<file path="config.mk">
export PLATFORM = sky130hd
export DESIGN_NAME = stk500v2_frame_receiver_top
export DESIGN_NICKNAME = d
export VERILOG_FILES = /design/src/sv/stkfr_pkg.sv /design/src/sv/stkfr_front.sv /design/src/sv/stkfr_queue.sv /design/src/sv/stkfr_back.sv /design/src/sv/stk500v2_frame_receiver_top.sv
export VERILOG_INCLUDE_DIRS = /design/src /design/src/sv
export SDC_FILE = /design/constraint.sdc
export NUM_CORES = 1
export LEC_CHECK = 0
export BUFFER_PORTS_ARGS = -buffer_cell sky130_fd_sc_hd__buf_4
export CAP_MARGIN = 5
export CORE_MARGIN = 2
export CORE_UTILIZATION = 65
export DETAILED_ROUTE_END_ITERATION = 10
export PLACE_DENSITY = 0.84
export SLEW_MARGIN = 15
export SYNTH_ARGS = -nofsm -noshare
export SYNTH_HDL_FRONTEND = slang
export SYNTH_HIERARCHICAL = 1
export SYNTH_SLANG_ARGS = --single-unit
</file>
<file path="constraint.sdc">
create_clock -name clk -period 7.85 [get_ports clk]
set_input_delay 1.1775 -clock clk [delete_from_list [all_inputs] [get_ports clk]]
set_output_delay 1.1775 -clock clk [all_outputs]
set_load 0.03 [all_outputs]
</file>
<file path="src/sv/assert_macros.svh">
// ----------------------------------------------------------------------------
// Assertion macros
// Shared helpers for the concurrent checks of the frame receiver.
// ----------------------------------------------------------------------------
`ifndef ASSERT_MACROS_SVH
`define ASSERT_MACROS_SVH
`ifndef SYNTH
`define SVA_SAME(lbl, clk, rst_n, ante, cons, msg) \
  lbl: assert property (@(posedge clk) disable iff (!rst_n) (ante) |-> (cons)) \
    else $error(msg);
`define SVA_NEXT(lbl, clk, rst_n, ante, cons, msg) \
  lbl: assert property (@(posedge clk) disable iff (!rst_n) (ante) |=> (cons)) \
    else $error(msg);
`else
`define SVA_SAME(lbl, clk, rst_n, ante, cons, msg)
`define SVA_NEXT(lbl, clk, rst_n, ante, cons, msg)
`endif
`endif

</file>
<file path="src/sv/stkfr_pkg.sv">
// ----------------------------------------------------------------------------
// Frame receiver package
// Types and constants shared by the frame receiver modules.
// ----------------------------------------------------------------------------
`default_nettype none
package stkfr_pkg;

  localparam logic [7:0] START_BYTE = 8'd27;
  localparam logic [7:0] TOKEN_BYTE = 8'd14;

  localparam logic KIND_BODY = 1'b0;
  localparam logic KIND_END  = 1'b1;

  localparam int QDEPTH = 4;
  localparam int QAW    = $clog2(QDEPTH);

  typedef struct packed {
    logic        item_kind;
    logic [7:0]  body_byte;
    logic [15:0] body_index;
    logic        last_body_byte;
    logic [7:0]  frame_sequence;
    logic [15:0] frame_length;
    logic        checksum_good;
  } res_t;

  typedef struct packed {
    logic full;
    logic empty;
  } q_status_t;

endpackage
`default_nettype wire

</file>
<file path="src/sv/stkfr_front.sv">
// ----------------------------------------------------------------------------
// Frame receiver front end
// Parses the received byte stream and pushes result words into the queue.
// ----------------------------------------------------------------------------
`default_nettype none
module stkfr_front (
  input  wire logic                  clk,
  input  wire logic                  rst_n,
  input  wire logic                  in_valid,
  output logic                       in_ready,
  input  wire logic [7:0]            in_rx_byte,
  input  wire stkfr_pkg::q_status_t  q_st,
  output logic                       push,
  output stkfr_pkg::res_t            push_data
);
  import stkfr_pkg::*;

  typedef enum logic [2:0] {
    PH_WAIT, PH_SEQ, PH_LEN_HI, PH_LEN_LO, PH_TOKEN, PH_BODY, PH_CSUM
  } phase_t;

  phase_t      phase_r, phase_nxt;
  logic [7:0]  seq_r, seq_nxt;
  logic [15:0] len_r, len_nxt;
  logic [7:0]  xor_r, xor_nxt;
  logic [15:0] count_r, count_nxt;
  logic        in_fire;
  logic [16:0] count_inc;
  logic        is_last;

  assign in_ready  = !q_st.full;
  assign in_fire   = in_valid && in_ready;
  assign count_inc = {1'b0, count_r} + 17'd1;
  assign is_last   = (count_inc == {1'b0, len_r});

  always_comb begin
    phase_nxt = phase_r;
    seq_nxt   = seq_r;
    len_nxt   = len_r;
    xor_nxt   = xor_r;
    count_nxt = count_r;
    push      = 1'b0;
    push_data = '0;
    push_data.frame_sequence = seq_r;
    push_data.frame_length   = len_r;
    if (in_fire) begin
      xor_nxt = xor_r ^ in_rx_byte;
      case (phase_r)
        PH_SEQ: begin
          seq_nxt   = in_rx_byte;
          phase_nxt = PH_LEN_HI;
        end
        PH_LEN_HI: begin
          len_nxt   = {in_rx_byte, 8'd0};
          phase_nxt = PH_LEN_LO;
        end
        PH_LEN_LO: begin
          len_nxt   = {len_r[15:8], in_rx_byte};
          phase_nxt = PH_TOKEN;
        end
        PH_TOKEN: begin
          if (in_rx_byte == TOKEN_BYTE) begin
            count_nxt = '0;
            phase_nxt = (len_r == 16'd0) ? PH_CSUM : PH_BODY;
          end else begin
            phase_nxt = PH_WAIT;
          end
        end
        PH_BODY: begin
          push                     = 1'b1;
          push_data.item_kind      = KIND_BODY;
          push_data.body_byte      = in_rx_byte;
          push_data.body_index     = count_r;
          push_data.last_body_byte = is_last;
          count_nxt                = count_inc[15:0];
          if (is_last) begin
            phase_nxt = PH_CSUM;
          end
        end
        PH_CSUM: begin
          push                    = 1'b1;
          push_data.item_kind     = KIND_END;
          push_data.checksum_good = ((xor_r ^ in_rx_byte) == 8'd0);
          phase_nxt               = PH_WAIT;
        end
        default: begin
          xor_nxt   = in_rx_byte;
          phase_nxt = (in_rx_byte == START_BYTE) ? PH_SEQ : PH_WAIT;
        end
      endcase
    end
  end

  always_ff @(posedge clk) begin
    if (!rst_n) begin
      phase_r <= PH_WAIT;
      seq_r   <= '0;
      len_r   <= '0;
      xor_r   <= '0;
      count_r <= '0;
    end else begin
      phase_r <= phase_nxt;
      seq_r   <= seq_nxt;
      len_r   <= len_nxt;
      xor_r   <= xor_nxt;
      count_r <= count_nxt;
    end
  end

endmodule
`default_nettype wire

</file>
<file path="src/sv/stkfr_queue.sv">
// ----------------------------------------------------------------------------
// Frame receiver queue
// Small first-in first-out buffer between the parser and the output stage.
// ----------------------------------------------------------------------------
`default_nettype none
module stkfr_queue (
  input  wire logic                  clk,
  input  wire logic                  rst_n,
  input  wire logic                  push,
  input  wire stkfr_pkg::res_t       push_data,
  input  wire logic                  pop,
  output stkfr_pkg::res_t            pop_data,
  output stkfr_pkg::q_status_t       q_st
);
  import stkfr_pkg::*;

  res_t          mem [QDEPTH];
  logic [QAW-1:0] wr_ptr_r, wr_ptr_nxt;
  logic [QAW-1:0] rd_ptr_r, rd_ptr_nxt;
  logic [QAW:0]   count_r, count_nxt;
  logic           do_push;
  logic           do_pop;

  assign q_st.full  = (count_r == (QAW+1)'(QDEPTH));
  assign q_st.empty = (count_r == '0);
  assign do_push    = push && !q_st.full;
  assign do_pop     = pop && !q_st.empty;
  assign pop_data   = mem[rd_ptr_r];

  always_comb begin
    wr_ptr_nxt = do_push ? wr_ptr_r + QAW'(1) : wr_ptr_r;
    rd_ptr_nxt = do_pop ? rd_ptr_r + QAW'(1) : rd_ptr_r;
    count_nxt  = count_r;
    if (do_push && !do_pop) begin
      count_nxt = count_r + (QAW+1)'(1);
    end else if (do_pop && !do_push) begin
      count_nxt = count_r - (QAW+1)'(1);
    end
  end

  always_ff @(posedge clk) begin
    if (do_push) begin
      mem[wr_ptr_r] <= push_data;
    end
  end

  always_ff @(posedge clk) begin
    if (!rst_n) begin
      wr_ptr_r <= '0;
      rd_ptr_r <= '0;
      count_r  <= '0;
    end else begin
      wr_ptr_r <= wr_ptr_nxt;
      rd_ptr_r <= rd_ptr_nxt;
      count_r  <= count_nxt;
    end
  end

endmodule
`default_nettype wire

</file>
<file path="src/sv/stkfr_back.sv">
// ----------------------------------------------------------------------------
// Frame receiver output stage
// Pulls result words from the queue into the output register.
// ----------------------------------------------------------------------------
`default_nettype none
module stkfr_back (
  input  wire logic                  clk,
  input  wire logic                  rst_n,
  input  wire stkfr_pkg::q_status_t  q_st,
  input  wire stkfr_pkg::res_t       pop_data,
  output logic                       pop,
  output logic                       out_valid,
  input  wire logic                  out_ready,
  output stkfr_pkg::res_t            out_res
);
  import stkfr_pkg::*;

  logic valid_r, valid_nxt;
  res_t res_r;

  assign pop       = !q_st.empty && (!valid_r || out_ready);
  assign valid_nxt = pop || (valid_r && !out_ready);
  assign out_valid = valid_r;
  assign out_res   = res_r;

  always_ff @(posedge clk) begin
    if (!rst_n) begin
      valid_r <= 1'b0;
    end else begin
      valid_r <= valid_nxt;
    end
  end

  always_ff @(posedge clk) begin
    if (pop) begin
      res_r <= pop_data;
    end
  end

endmodule
`default_nettype wire

</file>
<file path="src/sv/stk500v2_frame_receiver_top.sv">
// ----------------------------------------------------------------------------
// Frame receiver top level
// Recognizes framed messages in a received byte stream and reports each
// body byte and one frame-end summary per complete frame.
//
//   Channel  Direction  Handshake             Payload
//   in_      input      in_valid / in_ready   in_rx_byte
//   out_     output     out_valid / out_ready item_kind, body_byte, body_index,
//                                             last_body_byte, frame_sequence,
//                                             frame_length, checksum_good
//
// One byte word is taken per cycle while the queue is not full; the parser
// updates its state in the cycle the word is accepted. A result reaches the
// output through a four-entry queue and the output register.
// Reset is synchronous and active low; no clearing pass is needed.
// in_ready drops only while the queue is full, so an output stall backs up
// into the input once four results are queued behind the one at the output.
// ----------------------------------------------------------------------------
`default_nettype none
`include "assert_macros.svh"
module stk500v2_frame_receiver_top (
  input  wire logic        clk,
  input  wire logic        rst_n,
  input  wire logic        in_valid,
  output logic             in_ready,
  input  wire logic [7:0]  in_rx_byte,
  output logic             out_valid,
  input  wire logic        out_ready,
  output logic             out_item_kind,
  output logic [7:0]       out_body_byte,
  output logic [15:0]      out_body_index,
  output logic             out_last_body_byte,
  output logic [7:0]       out_frame_sequence,
  output logic [15:0]      out_frame_length,
  output logic             out_checksum_good
);
  import stkfr_pkg::*;

  q_status_t   q_st;
  logic        push;
  res_t        push_data;
  logic        pop;
  res_t        pop_data;
  res_t        out_res;
  logic [16:0] next_index;
  logic        out_body_word;
  logic        last_ok;
  logic        drained;

  stkfr_front u_front (
    .clk        (clk),
    .rst_n      (rst_n),
    .in_valid   (in_valid),
    .in_ready   (in_ready),
    .in_rx_byte (in_rx_byte),
    .q_st       (q_st),
    .push       (push),
    .push_data  (push_data)
  );

  stkfr_queue u_queue (
    .clk       (clk),
    .rst_n     (rst_n),
    .push      (push),
    .push_data (push_data),
    .pop       (pop),
    .pop_data  (pop_data),
    .q_st      (q_st)
  );

  stkfr_back u_back (
    .clk       (clk),
    .rst_n     (rst_n),
    .q_st      (q_st),
    .pop_data  (pop_data),
    .pop       (pop),
    .out_valid (out_valid),
    .out_ready (out_ready),
    .out_res   (out_res)
  );

  assign out_item_kind      = out_res.item_kind;
  assign out_body_byte      = out_res.body_byte;
  assign out_body_index     = out_res.body_index;
  assign out_last_body_byte = out_res.last_body_byte;
  assign out_frame_sequence = out_res.frame_sequence;
  assign out_frame_length   = out_res.frame_length;
  assign out_checksum_good  = out_res.checksum_good;

  assign next_index    = {1'b0, out_body_index} + 17'd1;
  assign out_body_word = out_valid && (out_item_kind == KIND_BODY);
  assign last_ok       = ((next_index == {1'b0, out_frame_length}) == out_last_body_byte);
  assign drained       = q_st.empty && !push && (!out_valid || out_ready);

  `SVA_SAME(a_no_push_full, clk, rst_n, push, !q_st.full, "push into a full queue")
  `SVA_SAME(a_no_pop_empty, clk, rst_n, pop, !q_st.empty, "pop from an empty queue")
  `SVA_SAME(a_last_mark, clk, rst_n, out_body_word, last_ok, "last mark disagrees with length")
  `SVA_NEXT(a_empty_idle, clk, rst_n, drained, !out_valid, "output word without a queued result")

endmodule
`default_nettype wire
</file>
# Word level (Yosys, flattened, before mapping)
# Memories as Yosys holds them, arrays and structs flattened. A register that Yosys moved wholly into a read port is not among the register bits.
# Index checks and enable logic that the tools add are counted.
# op_classes
n_addsub	5
n_eq_ne	12
mux	20
bitwise	2
n_reduce_logical	28
# op_table
op	count
$pmux 16 s2	2
$mux 26	1
$mux 25	1
$pmux 3 s6	1
$add 16x1->17 const B	1
$eq 17x16->1	1
$logic_not 16->1	1
$mux 16	1
$eq 3x3->1 const B	4
$mux 3	4
$eq 8x4->1 const B	1
$eq 8x5->1 const B	1
$logic_not 8->1	1
$mux 1	8
$mux 8	1
$xor 8x8->8	1
$logic_and 1x1->1	7
$eq 3x2->1 const B	2
$logic_not 1->1	6
$reduce_and 2->1	3
$reduce_and 3->1	2
$reduce_bool 2->1	3
$reduce_or 6->1	1
$add 2x1->2 const B	2
other kinds (9)	11
# word_totals
reg_bits	59
ramBits	204
inputBits	12
out_inout_bits	53
n_memories	1
# mem_list
name	words	width	read_ports	rd_clocked_by_memory_dff	write_ports	line	rtl
u_queue.mem	4	51	1	1	1	stkfr_queue.sv:17	res_t mem [QDEPTH];

# Longest topological paths before layout
# Gate-level depths: netlist of the first run.
# depth
depth_word	9
mapped_depth	14
mapped_depth_nobuf	11

# By module
# Netlist of the first run, hierarchy kept.
# by_module_without_submodules
mod	instances	cells_each	area_each_um2
stkfr_queue	1	315	7907.6
stkfr_front	1	425	3280.6
stkfr_back	1	55	1575.3

# Worst setup path after synthesis of the first run
# OpenSTA, ideal clock, no wires.
# synth_timing
path_kind	input to register
start	input port out_ready
end	register u_queue.count_r[2]
setup_ps	76
arrival_time_ps	5059
t_required_ps	7774
setup_slack_ps	2716
cell_stages	9
path_buffers	0
path_cell_list	nand2b_1 nor2b_1 o31ai_2 ha_1 inv_1 fa_1 xor2_1 or3_1 a21boi_0
# synth_via
elab_chain_len	6
# synth_lines
element	line	rtl
from (decl)	stk500v2_frame_receiver_top.sv:28	input wire logic out_ready,
$logic_or 1x1->1 (*)	stkfr_back.sv:21	assign pop = !q_st.empty && (!valid_r || out_ready);
$logic_and 1x1->1 (*)	stkfr_back.sv:21	
net pop	stk500v2_frame_receiver_top.sv:42	logic pop;
$logic_and 1x1->1 (*)	stkfr_queue.sv:27	assign do_pop = pop && !q_st.empty;
$logic_not 1->1	stkfr_queue.sv:34	if (do_push && !do_pop) begin
$logic_and 1x1->1	stkfr_queue.sv:34	
$mux 3 / $reduce_bool 2->1 (equally long branches)	n/a	
to (signal assigned)	stkfr_queue.sv:55	count_r <= count_nxt;
to (decl)	stkfr_queue.sv:20	logic [QAW:0] count_r, count_nxt;
# Mark *: on every way through the listed nets, which the timed path passes. The rest lies on a longest branch.
# A chain may end at the register's enable or synchronous reset.

# Final worst setup path of the first run
# layout_timing
start	register u_front.phase_r[0]
end	memory u_queue/mem[2][2] in the netlist's numbering (enable)
# layout_via
elab_chain_len	7
# layout_lines
element	line	rtl
from (decl)	stkfr_front.sv:22	phase_t phase_r, phase_nxt;
from (signal assigned)	stkfr_front.sv:102	phase_r <= phase_nxt;
$eq 3x3->1	stkfr_front.sv:48	case (phase_r)
$reduce_or 2->1 (no source line) (*)	n/a	
$mux 1 (*)	stkfr_front.sv:48	
$mux 1 (*)	stkfr_front.sv:46	if (in_fire) begin
net push	stk500v2_frame_receiver_top.sv:40	logic push;
$logic_and 1x1->1 (*)	stkfr_queue.sv:26	assign do_push = push && !q_st.full;
$mux 1 (*)	stkfr_queue.sv:42	if (do_push) begin
$mux 1 (not written as such) (*)	stkfr_queue.sv:43	mem[wr_ptr_r] <= push_data;
to (decl)	stkfr_queue.sv:17	
# Marks and branches as above.

==> out/results.txt, run 1 <==
The run finished with clean final reports. The tools report the cell count after synthesis as 795. Among all flip-flop cells after synthesis, the most frequent one is sky130_fd_sc_hd__edfxtp_1. Fraction of power consumed by sequential logic: 55.9%. In this run the tightest slew margin relative to its limit is 30.09%. The net switching component of the power was 626.9 uW; the die extent in x was 144.1 um. Clock latency on the worst-skew pair, taken at its later pin, is 0.54 ns.

The worst register-to-register path ends at u_queue/mem[2][2]$_DFFE_PP_. The count of buffer and inverter cells on the critical path was 1; the hold violation count in the final report was 0. At the end of routability-driven placement, the weighted congestion stood at 0.8811. The final layout contains routed wiring with a total length of 25200 um. The layout-stage area growth over the synthesis result came out at 11.87%. The via count of the first global-routing pass is 7104. Leaving out fill and tap cells, the most frequent cell in the layout is sky130_fd_sc_hd__edfxtp_1.

The tools report the leakage power figure as 0.004611 uW. The initial antenna violation count is 0. The tools report the share of total power in combinational logic as 1.7%. Type of the worst setup path: flop to flop. The layout has 1115 filler cells.

Global routing consumed, over all layers together, 24.74% of the routing resources. The routed via count was 7111. Net switching is 19.44% of the power. From bottom edge to top edge, the die measures 144.1 um. The synthesized area divided by synthesized cell count was 16.05 um^2. The run gives 2597 uW as the internal power. Adding up every negative setup slack in the final design gives 0 ns. The run gives 69.56% as the share of synthesized area occupied by flip-flops and latches.

Library cell used as clock root buffer: sky130_fd_sc_hd__clkbuf_16. Yosys mapped a number of flops with a built-in enable equal to 255. The worst register-to-register path begins at u_front/phase_r[0]$_SDFFE_PN0P_. The die area is 20770 um^2. TritonCTS built the clock tree.

In the routed design, unresolved DRC markers number 0. Distinct cell type count of the synthesized netlist: 64. The tools report the end point of the most critical hold path as u_queue/mem[3][23]$_DFFE_PP_.

Setup violations remaining at the end of the flow were counted as 0. The first global-routing pass estimated 39000 um of wire. Number of pins with negative max-slew slack in the final report: 0.

The post-cts sizing count was 0. The power consumption was 3224 uW; the final worst clock skew was 0.01066 ns. For this run, the post-layout net count is 866. Once the floorplan was initialized, standard cells occupied 66.01% of the core.

For this run, the top clock speed supported by timing is 238.8 MHz. The number of nets with antenna violations after routing is 0. Required time of the critical path: 8.03 ns. STA classifies the critical path endpoint as a flop. The tools report the type of element launching the critical path as a flop. The library cells used most frequently in the layout, excluding fill and tap cells, are sky130_fd_sc_hd__edfxtp_1, sky130_fd_sc_hd__buf_4, sky130_fd_sc_hd__dfxtp_1.

The number of H-tree branching levels is 1. Across all register-to-register paths, the minimum setup slack is 3.66 ns. In the final layout, the share of cells above drive strength 1 is 21.35%. The cell area power density is 225.8 nW/um^2, and the number of detailed-route iterations in the first pass is 7. The worst hold path begins at u_front/seq_r[6]$_SDFFE_PN0P_.

In this run, CTS created clock tree buffers numbering 30. 0 antenna diodes ended up in the layout. Clock-pin slew was measured on the worst setup and hold paths at 0.06 ns.

Dividing the final minimum period by the clock period gives 53.35%. The half-perimeter wire length of the detailed placement result is 14830 um, and the post-detailed-route via-to-cell ratio is 6.260. Placeable core region: 19330 um^2.

The clock network is responsible for 42.5% of the overall power. The proportion of synthesized flip-flops having asynchronous set or reset works out to 0%. The largest individual stage delay along the critical path comes from the cell sky130_fd_sc_hd__dfxtp_1. For the finished layout, the period the worst path requires is 4.188 ns. The aggregate global routing overflow came out at 0. The dominant delay contributor by cell family on the critical path is simple AND/OR/NAND/NOR gates.

Along the worst path, the maximum fanout reaches 33. The logs give 51 for the count of standard-cell rows and 12760 um^2 for the total standard cell area after synthesis. The run gives 4.37 ns as the arrival time reported for the critical path endpoint. The clock drives 316 sinks. Wire length per cell after detailed routing: 22.18 um. Worst hold path stage count: 0. Final hold analysis gives a worst-case slack of 0.5082 ns.

In this run the post-CTS setup repair buffer count came out at 0. Hold repair after CTS inserted 0 buffers. Port buffering added 64 buffers.

Actual transition at the worst max-transition pin: 1.047 ns. In this run the count of I/O pins placed on the die edge is 65. Path category of the worst min-delay check: flop to flop.

After synthesis the netlist holds a flip-flop and latch count of 316. The signal on the critical path passes through nand3_1 > nand2_1 > nor2b_1 > and2_2 > buf_4. Entering global routing, the biggest net connects 63 pins. Setup repair after global routing left no endpoint under its margin. The number of cells traversed by the worst register-to-register path is 5, and the max-cap check violation count is 0.

IR analysis of the VDD net gives a maximum drop of 0.0001889 V. The longest clock path from root to sink contains 3 buffers. The first routing iteration left 865 violations.

For the yosys synthesis warning count, the log shows 6. The peak per-stage delay on the critical path came out at 1.01 ns. When the netlist entered floorplanning its net count stood at 814.
[stage by stage]
step	cells	cell area [um^2]	worst slack (ns)	utilization, %
6_report	1136	14280	3.662	73.85
2_1_floorplan	795	12760	2.716	-
5_1_grt	1136	14280	3.396	73.85
3_3_place_gp	1080	13340	3.448	68.99
4_1_cts	1136	14280	3.828	73.85
3_5_place_dp	1080	13340	3.352	68.99
[sequential cells by signal, summed over array words and instances (netlist names), named ones only]
register / flops
u_front/len_r: 16
u_front/xor_r: 8
u_front/phase_r: 3
u_queue/rd_ptr_r: 2
u_back/out_valid: 1
u_front/count_r: 16
u_queue/wr_ptr_r: 2
u_queue/mem: 204
u_back/out_res: 51
u_queue/count_r: 3
u_front/seq_r: 8
[cells by family after synthesis]
family | after synthesis | synth area share (%)
AOI/OAI and AO/OA | 117 | 5.950
xor gates and xnor gates | 31 | 2.127
adders and majority gates | 7 | 0.7450
buffers and inverters | 58 | 2.637
DFF | 316 | 69.56
muxes | 63 | 9.970
and+or+nand+nor | 203 | 9.009
[synthesized netlist by cell type, drive strengths merged, types with 2 or more instances]
cell type  instances  area share, %
a211oi             4           0.27
a21boi            22            1.3
a21oi             30            1.2
a41oi              2           0.20
and2              36            1.8
and3               4           0.20
buf               22            1.6
clkbuf            30           0.88
dfxtp             61            9.6
edfxtp           255             60
ha                 6           0.59
inv                6           0.18
mux2i             12           0.94
mux4              51            9.0
nand2             46            1.4
nand2b             6           0.29
nand3             26            1.1
nand3b             2           0.12
nand4              9           0.61
nand4b             3           0.21
nor2              12           0.35
nor2b             26            1.3
nor3               9           0.35
nor4               9           0.49
o211a              5           0.39
o211ai             2           0.16
o21a               2           0.12
o21ai             38            1.5
o31ai              3           0.22
or3                6           0.29
or4                2           0.12
xnor2             25            1.7
xor2               6           0.41
[final cells by class]
cell class	count	area, um^2	area share, %
Clock buffer	37	798.3	5.591
Clock inverter	19	141.4	0.9902
Inverter	6	22.52	0.1577
Multi-Input combinational cell	421	3561	24.94
Sequential cell	316	8884	62.22
Tap cell	265	331.6	2.322
Timing Repair Buffer	72	540.5	3.785
[power by group through the flow]
stage                     Clock (uW)  Combinational (uW)  Sequential [uW]
after global placement             0                49.2             1840
after global routing            1450                57.1             1800
after detailed placement           0                51.7             1840
after floorplan                    0                37.7             1830
final                           1370                53.4             1800
after CTS                       1390                52.2             1800
[per-layer routing]
| metal | part of all wire (%) | track usage, % | vias to the layer above |
|---|---|---|---|
| met2 | 52 | 42.81 | 283 |
| met5 | 0 | 0 | - |
| met1 | 40 | 33.53 | 3613 |
| met3 | 5.5 | 3.212 | 60 |
| li1 | - | - | 3155 |
| met4 | 2.4 | 7.205 | 0 |
[worst max-delay path by stage]
stage	slack [ns]	depth (start not counted)	end	start
global placement	3.45	8	u_queue/mem[2][12]$_DFFE_PP_	in_valid
global route	3.40	5	u_queue/mem[2][9]$_DFFE_PP_	u_front/phase_r[0]$_SDFFE_PN0P_
finish	3.66	5	u_queue/mem[2][2]$_DFFE_PP_	u_front/phase_r[0]$_SDFFE_PN0P_
detailed placement	3.35	8	u_queue/mem[2][12]$_DFFE_PP_	in_valid
CTS	3.83	5	u_queue/mem[2][2]$_DFFE_PP_	u_front/phase_r[0]$_SDFFE_PN0P_
floorplan	2.72	9	u_queue/count_r[2]$_SDFFE_PN0P_	out_ready
No activity file was read; power rests on OpenSTA's default activity.
==> run 2, diff against run 1 <==
--- a/config.mk
+++ b/config.mk
@@ -9,9 +9,9 @@
 export BUFFER_PORTS_ARGS = -buffer_cell sky130_fd_sc_hd__buf_4
 export CAP_MARGIN = 5
 export CORE_MARGIN = 2
-export CORE_UTILIZATION = 65
+export CORE_UTILIZATION = 55
 export DETAILED_ROUTE_END_ITERATION = 10
-export PLACE_DENSITY = 0.84
+export PLACE_DENSITY = 0.76
 export SLEW_MARGIN = 15
 export SYNTH_ARGS = -nofsm -noshare
 export SYNTH_HDL_FRONTEND = slang
==> constraint.sdc (replaced) <==
create_clock -name clk -period 3.4 [get_ports clk]
set_input_delay 0.51 -clock clk [delete_from_list [all_inputs] [get_ports clk]]
set_output_delay 0.51 -clock clk [all_outputs]
set_load 0.03 [all_outputs]
==> out/results.txt, run 2 (synthesis results as in run 1) <==
The aggregate routed wire length was 22990 um (-8.8%); the minimum period implied by the final worst setup slack was 2.739 ns (-1.449 ns). The library cell used most frequently in the layout, excluding fill and tap cells, is sky130_fd_sc_hd__edfxtp_1. Counting flops per register, the top entry is u_queue/mem. The tree is rooted in a sky130_fd_sc_hd__clkbuf_16. The clock latency of the later-clocked register in the worst-skew pair is 0.54 ns (about the same), and the overall routing resource usage is 19.02% (-5.7 points).

Half-perimeter wire length of the detailed placement result: 13560 um (-8.5%). The wire length per cell after detailed routing is 19.77 um (-11%), and the via count of the first global-routing pass is 6637 (-6.6%). TritonCTS built the clock tree. The tools report the max-cap check violation count as 0 (unchanged). The die area was 24440 um^2 (+18%); the die height was 156.3 um (+8.5%). The count of antenna diodes in the layout was 0 (unchanged). The number of cells traversed by the worst register-to-register path was 10 (+5); the hold violation count in the final report was 0 (unchanged).

The aggregate global routing overflow is 0 (unchanged), and the die extent in x is 156.3 um (+8.5%). The tools report the setup slack of the critical path after layout as 0.6613 ns (-3.001 ns). The logs give 873 (+0.81%) for the number of nets in the layout and 35850 um (-8.1%) for the wire length of the first global-routing pass. The post-detailed-route via-to-cell ratio is 5.898 (-5.8%).

For the total CTS buffers, the log shows 30 (unchanged). The power consumption was 7441 uW (+130%); the number of remaining DRC errors was 0 (unchanged). The initial DRC count is 596 (-31%), and the flip-flop count of the largest register, all copies and words added is 204 (unchanged). The type of destination of the critical path was a flop. The total setup violations reported at the end of the flow came out at 0 (unchanged).

The quantity of I/O buffers inserted on ports is 64 (unchanged), and the layout-stage area growth over the synthesis result is 12.95%. The required time of the critical path is 3.87 ns (-4.16 ns), and the achievable frequency is 365.1 MHz (+53%). The remaining max-slew budget at the tightest pin was 47.71% (+18 points); the filler cell count was 1612 (+45%). The clock net sink count is 316 (unchanged).

The share of cells above drive strength 1 works out to 22.32% (+0.97 points). The actual transition at the worst max-transition pin works out to 0.7783 ns (-0.2689 ns). The worst setup path is of the flop to flop kind. The logs give 0 ns (unchanged) for the summed negative setup slack over all endpoints and 6859 (-3.5%) for the routed via count. The worst hold path stage count was 3 (+3). The min-delay analysis places its worst path in the category primary input to flop. Setup repair after global routing left no endpoint under its margin. The destination of the worst register-to-register timing path was u_queue/count_r[2]$_SDFFE_PN0P_. The post-cts hold buffer count is 0 (unchanged). Source of the worst register-to-register timing path: u_front/phase_r[2]$_SDFFE_PN0P_. The run gives 0 (unchanged) as the number of nets with antenna violations after routing. Post-CTS setup-driven buffer insertion count: 0 (unchanged). The post-cts sizing count was 0 (unchanged); the post-route fraction of the period consumed by the critical path was 80.55% (+27 points). The cell area power density is 516.1 nW/um^2 (+130%). In the layout the commonest cells are sky130_fd_sc_hd__edfxtp_1, sky130_fd_sc_hd__buf_4, sky130_fd_sc_hd__dfxtp_1.

The cell count after placement is 1107 (+2.5%), and the number of detailed-route iterations in the first pass is 5 (-2). The clock-pin slew reported for the worst setup and hold paths after clock tree synthesis was 0.06 ns (about the same); the final weighted congestion of routability-driven global placement was 0.8889 (+0.89%). The logs give 0.7203 ns (-2.631 ns) for the setup slack after placement and 0.0003364 V (+78%) for the maximum vdd drop.

End-of-flow core utilization: 63.48% (-10 points). The worst hold path terminates at u_back/out_valid$_SDFF_PN0_. The tools report the number of H-tree branching levels as 1 (unchanged). The largest net degree at the start of global routing was 63 (unchanged); the reg2reg setup slack was 0.66 ns (-3.00 ns). The count of pins on the block boundary was 65 (unchanged); the post-route non-filler standard cell count was 1163 (+2.4%). The run finished with clean final reports. The final worst clock skew came out at 0.008109 ns (-0.002546 ns). The leakage power figure was 0.004661 uW (+1.1%). Maximum net fanout on the critical path: 12 (-64%). The tools report the placeable core region as 22710 um^2 (+17%). The worst setup path is launched from a flop.

The run gives 3.21 ns (-1.16 ns) as the arrival time reported for the critical path endpoint. The logs give 0 (unchanged) for the initial antenna violation count and 56.20% (-9.8 points) for the initial standard-cell utilization of the core. The tools report the maximum count of clock buffers along a single path as 3 (unchanged).

The run gives 0 (unchanged) as the number of pins with negative max-slew slack in the final report. The count of standard-cell rows came out at 55 (+7.8%). In this run the most critical hold path is launched from out_ready.
[run 2: cell types whose count changed in the layout (fill, tap and decap cells not counted)]
cell | before | now
sky130_fd_sc_hd__buf_4 | 72 | 75
sky130_fd_sc_hd__inv_6 | 1 | 0
sky130_fd_sc_hd__buf_12 | 0 | 4
sky130_fd_sc_hd__clkbuf_1 | 6 | 8
sky130_fd_sc_hd__clkbuf_8 | 0 | 3
sky130_fd_sc_hd__clkinv_1 | 8 | 3
sky130_fd_sc_hd__bufinv_16 | 2 | 1
sky130_fd_sc_hd__inv_8 | 0 | 1
sky130_fd_sc_hd__clkinvlp_4 | 1 | 2
[run 2: critical path: stages, from the launching register on]
cell and delay, ns:
sky130_fd_sc_hd__dfxtp_1 0.52, sky130_fd_sc_hd__nor2b_1 0.45, sky130_fd_sc_hd__nand3_1 0.16, sky130_fd_sc_hd__nand2_1 0.10, sky130_fd_sc_hd__nor2b_1 0.18, sky130_fd_sc_hd__ha_1 0.20, sky130_fd_sc_hd__inv_1 0.06, sky130_fd_sc_hd__fa_1 0.38
sky130_fd_sc_hd__xor2_1 0.16, sky130_fd_sc_hd__or3_1 0.30, sky130_fd_sc_hd__a21boi_0 0.16
[run 2: report_power, final]
group          leakage, uW  switching, uW  internal [uW]
sequential         0.00273           15.4           4140
clock             0.000466           1350           1810
combinational      0.00147           74.7           49.3
total              0.00466           1440           6000
[run 2: layout make-up]
cell class / instances / area, um^2 / share of cell area, %
clock buffer: 42 / 847.1 / 5.876
clock inverter: 14 / 102.6 / 0.7117
inverter: 6 / 22.52 / 0.1562
multi-input combinational: 421 / 3561 / 24.70
sequential: 316 / 8884 / 61.62
tap: 285 / 356.6 / 2.474
timing repair buffer: 79 / 643.1 / 4.461
[run 2: per-layer routing]
metal  GRT usage [%]  vias to the layer above  wire (um)
li1                -                     3185          -
met1           26.95                     3406       9971
met5               0                        -          0
met2           30.94                      231      11210
met4           6.160                        0        484
met3           2.603                       37       1320
[run 2: worst max-delay path by stage]
stage / from / end / depth (start not counted)
5_1_grt: u_front/phase_r[2]$_SDFFE_PN0P_ / u_queue/count_r[2]$_SDFFE_PN0P_ / 10
3_3_place_gp: in_valid / u_queue/count_r[2]$_SDFFE_PN0P_ / 12
2_1_floorplan: out_ready / u_queue/count_r[2]$_SDFFE_PN0P_ / 9
3_5_place_dp: u_front/phase_r[2]$_SDFFE_PN0P_ / u_queue/count_r[2]$_SDFFE_PN0P_ / 10
6_report: u_front/phase_r[2]$_SDFFE_PN0P_ / u_queue/count_r[2]$_SDFFE_PN0P_ / 10
4_1_cts: u_front/phase_r[2]$_SDFFE_PN0P_ / u_queue/count_r[2]$_SDFFE_PN0P_ / 10
[run 2: per-stage QoR]
| step | hold slack, ns | area, um^2 |
|---|---|---|
| 2_1_floorplan | 0.4599 | 12770 |
| 6_report | 0.2724 | 14420 |
| 3_5_place_dp | 0.4898 | 13470 |
| 3_3_place_gp | 0.4855 | 13470 |
| 5_1_grt | 0.2687 | 14420 |
| 4_1_cts | 0.2597 | 14420 |
==> run 3, diff against run 2 <==
==> constraint.sdc (replaced) <==
create_clock -name clk -period 2.3 [get_ports clk]
set_input_delay 0.345 -clock clk [delete_from_list [all_inputs] [get_ports clk]]
set_output_delay 0.345 -clock clk [all_outputs]
set_load 0.03 [all_outputs]
==> out/results.txt, run 3 (synthesis results as in run 1) <==
The arrival time reported for the critical path endpoint came out at 2.79 ns (-0.42 ns). For the number of pins with negative max-slew slack in the final report, the log shows 0 (unchanged). The fraction of power consumed by sequential logic was 53.2% (-2.6 points); the via count of the first global-routing pass was 7214 (+8.7%). The run gives 20.64% (+1.6 points) as the overall routing resource usage. The final weighted congestion of routability-driven global placement was 0.8927 (+0.43%); the switching share of total power was 19.06% (-0.30 points).

The library cell used as clock root buffer was sky130_fd_sc_hd__clkbuf_16. The placeable core region was 22710 um^2 (unchanged); the wire length per cell after detailed routing was 20.27 um (+2.6%). The clock latency of the later-clocked register in the worst-skew pair is 0.55 ns (about the same). The standard cell with the maximum stage delay on the critical path is sky130_fd_sc_hd__fa_2. The tools report the aggregate routed wire length as 24410 um (+6.2%). The worst setup path is launched from a flop.

The post-route fraction of the period consumed by the critical path came out at 100.6% (+20 points). The half-perimeter wire length of the detailed placement result is 15070 um (+11%). The die extent in x is 156.3 um (unchanged), and the minimum period implied by the final worst setup slack is 2.314 ns (-0.4244 ns). Number of nets in the layout: 914 (+4.7%). The logs give 0 (unchanged) for the aggregate global routing overflow and 55 (unchanged) for the count of standard-cell rows.

The final worst clock skew was 0.01668 ns (+0.008569 ns). The wire length of the first global-routing pass was 39160 um (+9.2%); the peak per-stage delay on the critical path was 0.35 ns (-0.17 ns). The tools report the maximum vdd drop as 0.0003951 V (+17%).

The tools report the achievable frequency as 432.1 MHz (+18%). The logs give 1 (unchanged) for the number of H-tree branching levels and 24440 um^2 (unchanged) for the die area. The clock network power share was 45.1% (+2.6 points); the number of remaining DRC errors was 0 (unchanged). For the number of nets with antenna violations after routing, the log shows 0 (unchanged). The checks that failed: setup timing.

The tools report the type of destination of the critical path as a flop. Post-detailed-route via-to-cell ratio: 5.855 (-0.73%). The library cell used most frequently in the layout, excluding fill and tap cells, is sky130_fd_sc_hd__edfxtp_1. The run gives 0 (unchanged) as the count of antenna diodes in the layout.

Setup repair after global routing could not meet its margin everywhere. The cell area power density is 768.4 nW/um^2 (+49%). Routed signal wires occupy layers up through met4. The setup slack after placement is -0.01850 ns (-0.7388 ns). The register with the most flip-flops in the final layout is u_queue/mem. The initial standard-cell utilization of the core is 56.20% (unchanged). The routed via count came out at 7049 (+2.8%).

For the filler cell count, the log shows 1573 (-2.4%). The quantity of I/O buffers inserted on ports is 64 (unchanged). The run gives 1345 um (+1.9%) as the met3 layer wire length in the routed design.

The placed instance area is 13900 um^2 (+3.2%). The run gives 51.02% (+3.3 points) as the remaining max-slew budget at the tightest pin. The setup path with the least slack is of type flop to flop. Leakage power figure: 0.004947 uW (+6.1%). The run finished, with violations left. For the total setup violations reported at the end of the flow, the log shows 1 (+1).

Actual transition at the worst max-transition pin: 0.7347 ns (-0.04361 ns). The logs give 65 (unchanged) for the count of pins on the block boundary and 2.78 ns (-1.09 ns) for the required time of the critical path. The logs give 2197 uW (+52%) for the net switching component of the power and 316 (unchanged) for the clock net sink count. Clock-pin slew reported for the worst setup and hold paths after clock tree synthesis: 0.06 ns (about the same).

Leaving out fill and tap cells, the most frequent cells in the layout are sky130_fd_sc_hd__edfxtp_1, sky130_fd_sc_hd__buf_4, sky130_fd_sc_hd__dfxtp_1. The sequential cell area is 8897 um^2 (+0.15%). The area of the multi-input gates was 3633 um^2 (+2.0%). The tools report the hold violation count in the final report as 0 (unchanged). Share of cells above drive strength 1: 27.75% (+5.4 points). The tools report the initial antenna violation count as 0 (unchanged). The share of total power in combinational logic is 1.7% (about the same), and the flip-flop count of the largest register, all copies and words added is 204 (unchanged).

For the summed negative setup slack over all endpoints, the log shows -0.01434 ns (-0.01434 ns). Internal power: 9326 uW (+55%). Initial DRC count: 717 (+20%). The max-cap check violation count is 0 (unchanged). The signal on the critical path passes through nor3b_4 > nor2b_1 > buf_4 > nand4b_1 > nand2_1 > nor2b_4 > ha_4 > inv_2 > fa_2 > xor2_1 > or3_1 > a21boi_1.

The logs give 14990 um^2 (+4.0%) for the post-route cell area and -0.01434 ns (-0.6756 ns) for the setup slack of the critical path after layout. The maximum count of clock buffers along a single path is 3 (unchanged). The logs give 10310 um (+3.4%) for the total routed wire length on the met1 layer and 0 (unchanged) for the post-cts hold buffer count. The total CTS buffers was 31 (+3.3%); the layout-stage area growth over the synthesis result was 17.48%. In this run the worst hold path is classified as primary input to flop. The die height is 156.3 um (unchanged).

The largest net degree at the start of global routing is 53 (-16%). The logs give 12220 um (+9.0%) for the wire length on met2 and 5 (unchanged) for the number of detailed-route iterations in the first pass. The maximum net fanout on the critical path came out at 3 (-9). TritonCTS built the clock tree.
[run 3: changes by cell type in the layout (fill, tap and decap cells not counted), moves of 4 or more]
cell,previous run,this run
sky130_fd_sc_hd__and2_2,4,0
sky130_fd_sc_hd__and2_4,0,4
sky130_fd_sc_hd__buf_12,4,10
sky130_fd_sc_hd__buf_4,75,109
sky130_fd_sc_hd__bufinv_16,1,6
sky130_fd_sc_hd__clkbuf_1,8,2
sky130_fd_sc_hd__dfxtp_1,59,54
[run 3: critical path, delay by kind of cell, from the launching register on]
kind | cells | cell delay, ns
compound gates | 1 | 0.12
xor+xnor | 1 | 0.15
fa+ha+maj | 2 | 0.50
buf+inv | 2 | 0.19
flops | 1 | 0.32
simple gates | 6 | 0.95
[run 3: layout make-up]
class / count / share of cell area [%]
clock buffers: 33 / 5.224
clock inverters: 24 / 1.886
well taps: 285 / 2.378
inverters: 6 / 0.1502
flip-flops and latches: 316 / 59.34
repair buffers: 119 / 6.792
multi-input cells: 421 / 24.23
[run 3: repair_timing]
item	in CTS	in global routing
gates cloned	0	0
setup endpoints to repair	1	12
resized for setup	1	4
setup buffers	0	1
pin swaps	0	2
[run 3: worst paths after layout]
check	startpoint	end	slack (ns)	cells past startpoint
setup / recovery	u_queue/count_r[2]$_SDFFE_PN0P_	u_queue/count_r[2]$_SDFFE_PN0P_	-0.01	12
hold / removal	out_ready	u_back/out_valid$_SDFF_PN0_	0.08	3
setup reg to reg	u_queue/count_r[2]$_SDFFE_PN0P_	u_queue/count_r[2]$_SDFFE_PN0P_	-0.01	12
hold reg to reg	u_queue/wr_ptr_r[1]$_SDFFE_PN0P_	u_queue/wr_ptr_r[1]$_SDFFE_PN0P_	0.50	2
[run 3: per-layer routing]
| metal | global-route usage, % | vias to the layer above |
|---|---|---|
| met1 | 28.28 | 3520 |
| met4 | 6.204 | 0 |
| met3 | 2.742 | 45 |
| met2 | 34.93 | 240 |
| met5 | 0 | - |
| li1 | - | 3244 |
[run 3: stage by stage]
step | hold WS (ns) | power (uW) | utilization, % | std cells
6_report | 0.07617 | 11520 | 66.03 | 1204
4_1_cts | 0.05847 | 11610 | 65.94 | 1203
2_1_floorplan | 0.4599 | 6384 | - | 795
5_1_grt | 0.06596 | 11850 | 66.03 | 1204
3_5_place_dp | 0.4958 | 6449 | 61.22 | 1146
3_3_place_gp | 0.4876 | 6446 | 61.22 | 1146
[run 3: power groups by stage]
stage	registers, uW	logic (uW)	clock network, uW
4_1_cts	6130	196	5280
5_1_grt	6130	215	5500
2_1_floorplan	6250	133	0
3_5_place_dp	6250	194	0
6_report	6130	199	5190
3_3_place_gp	6250	193	0
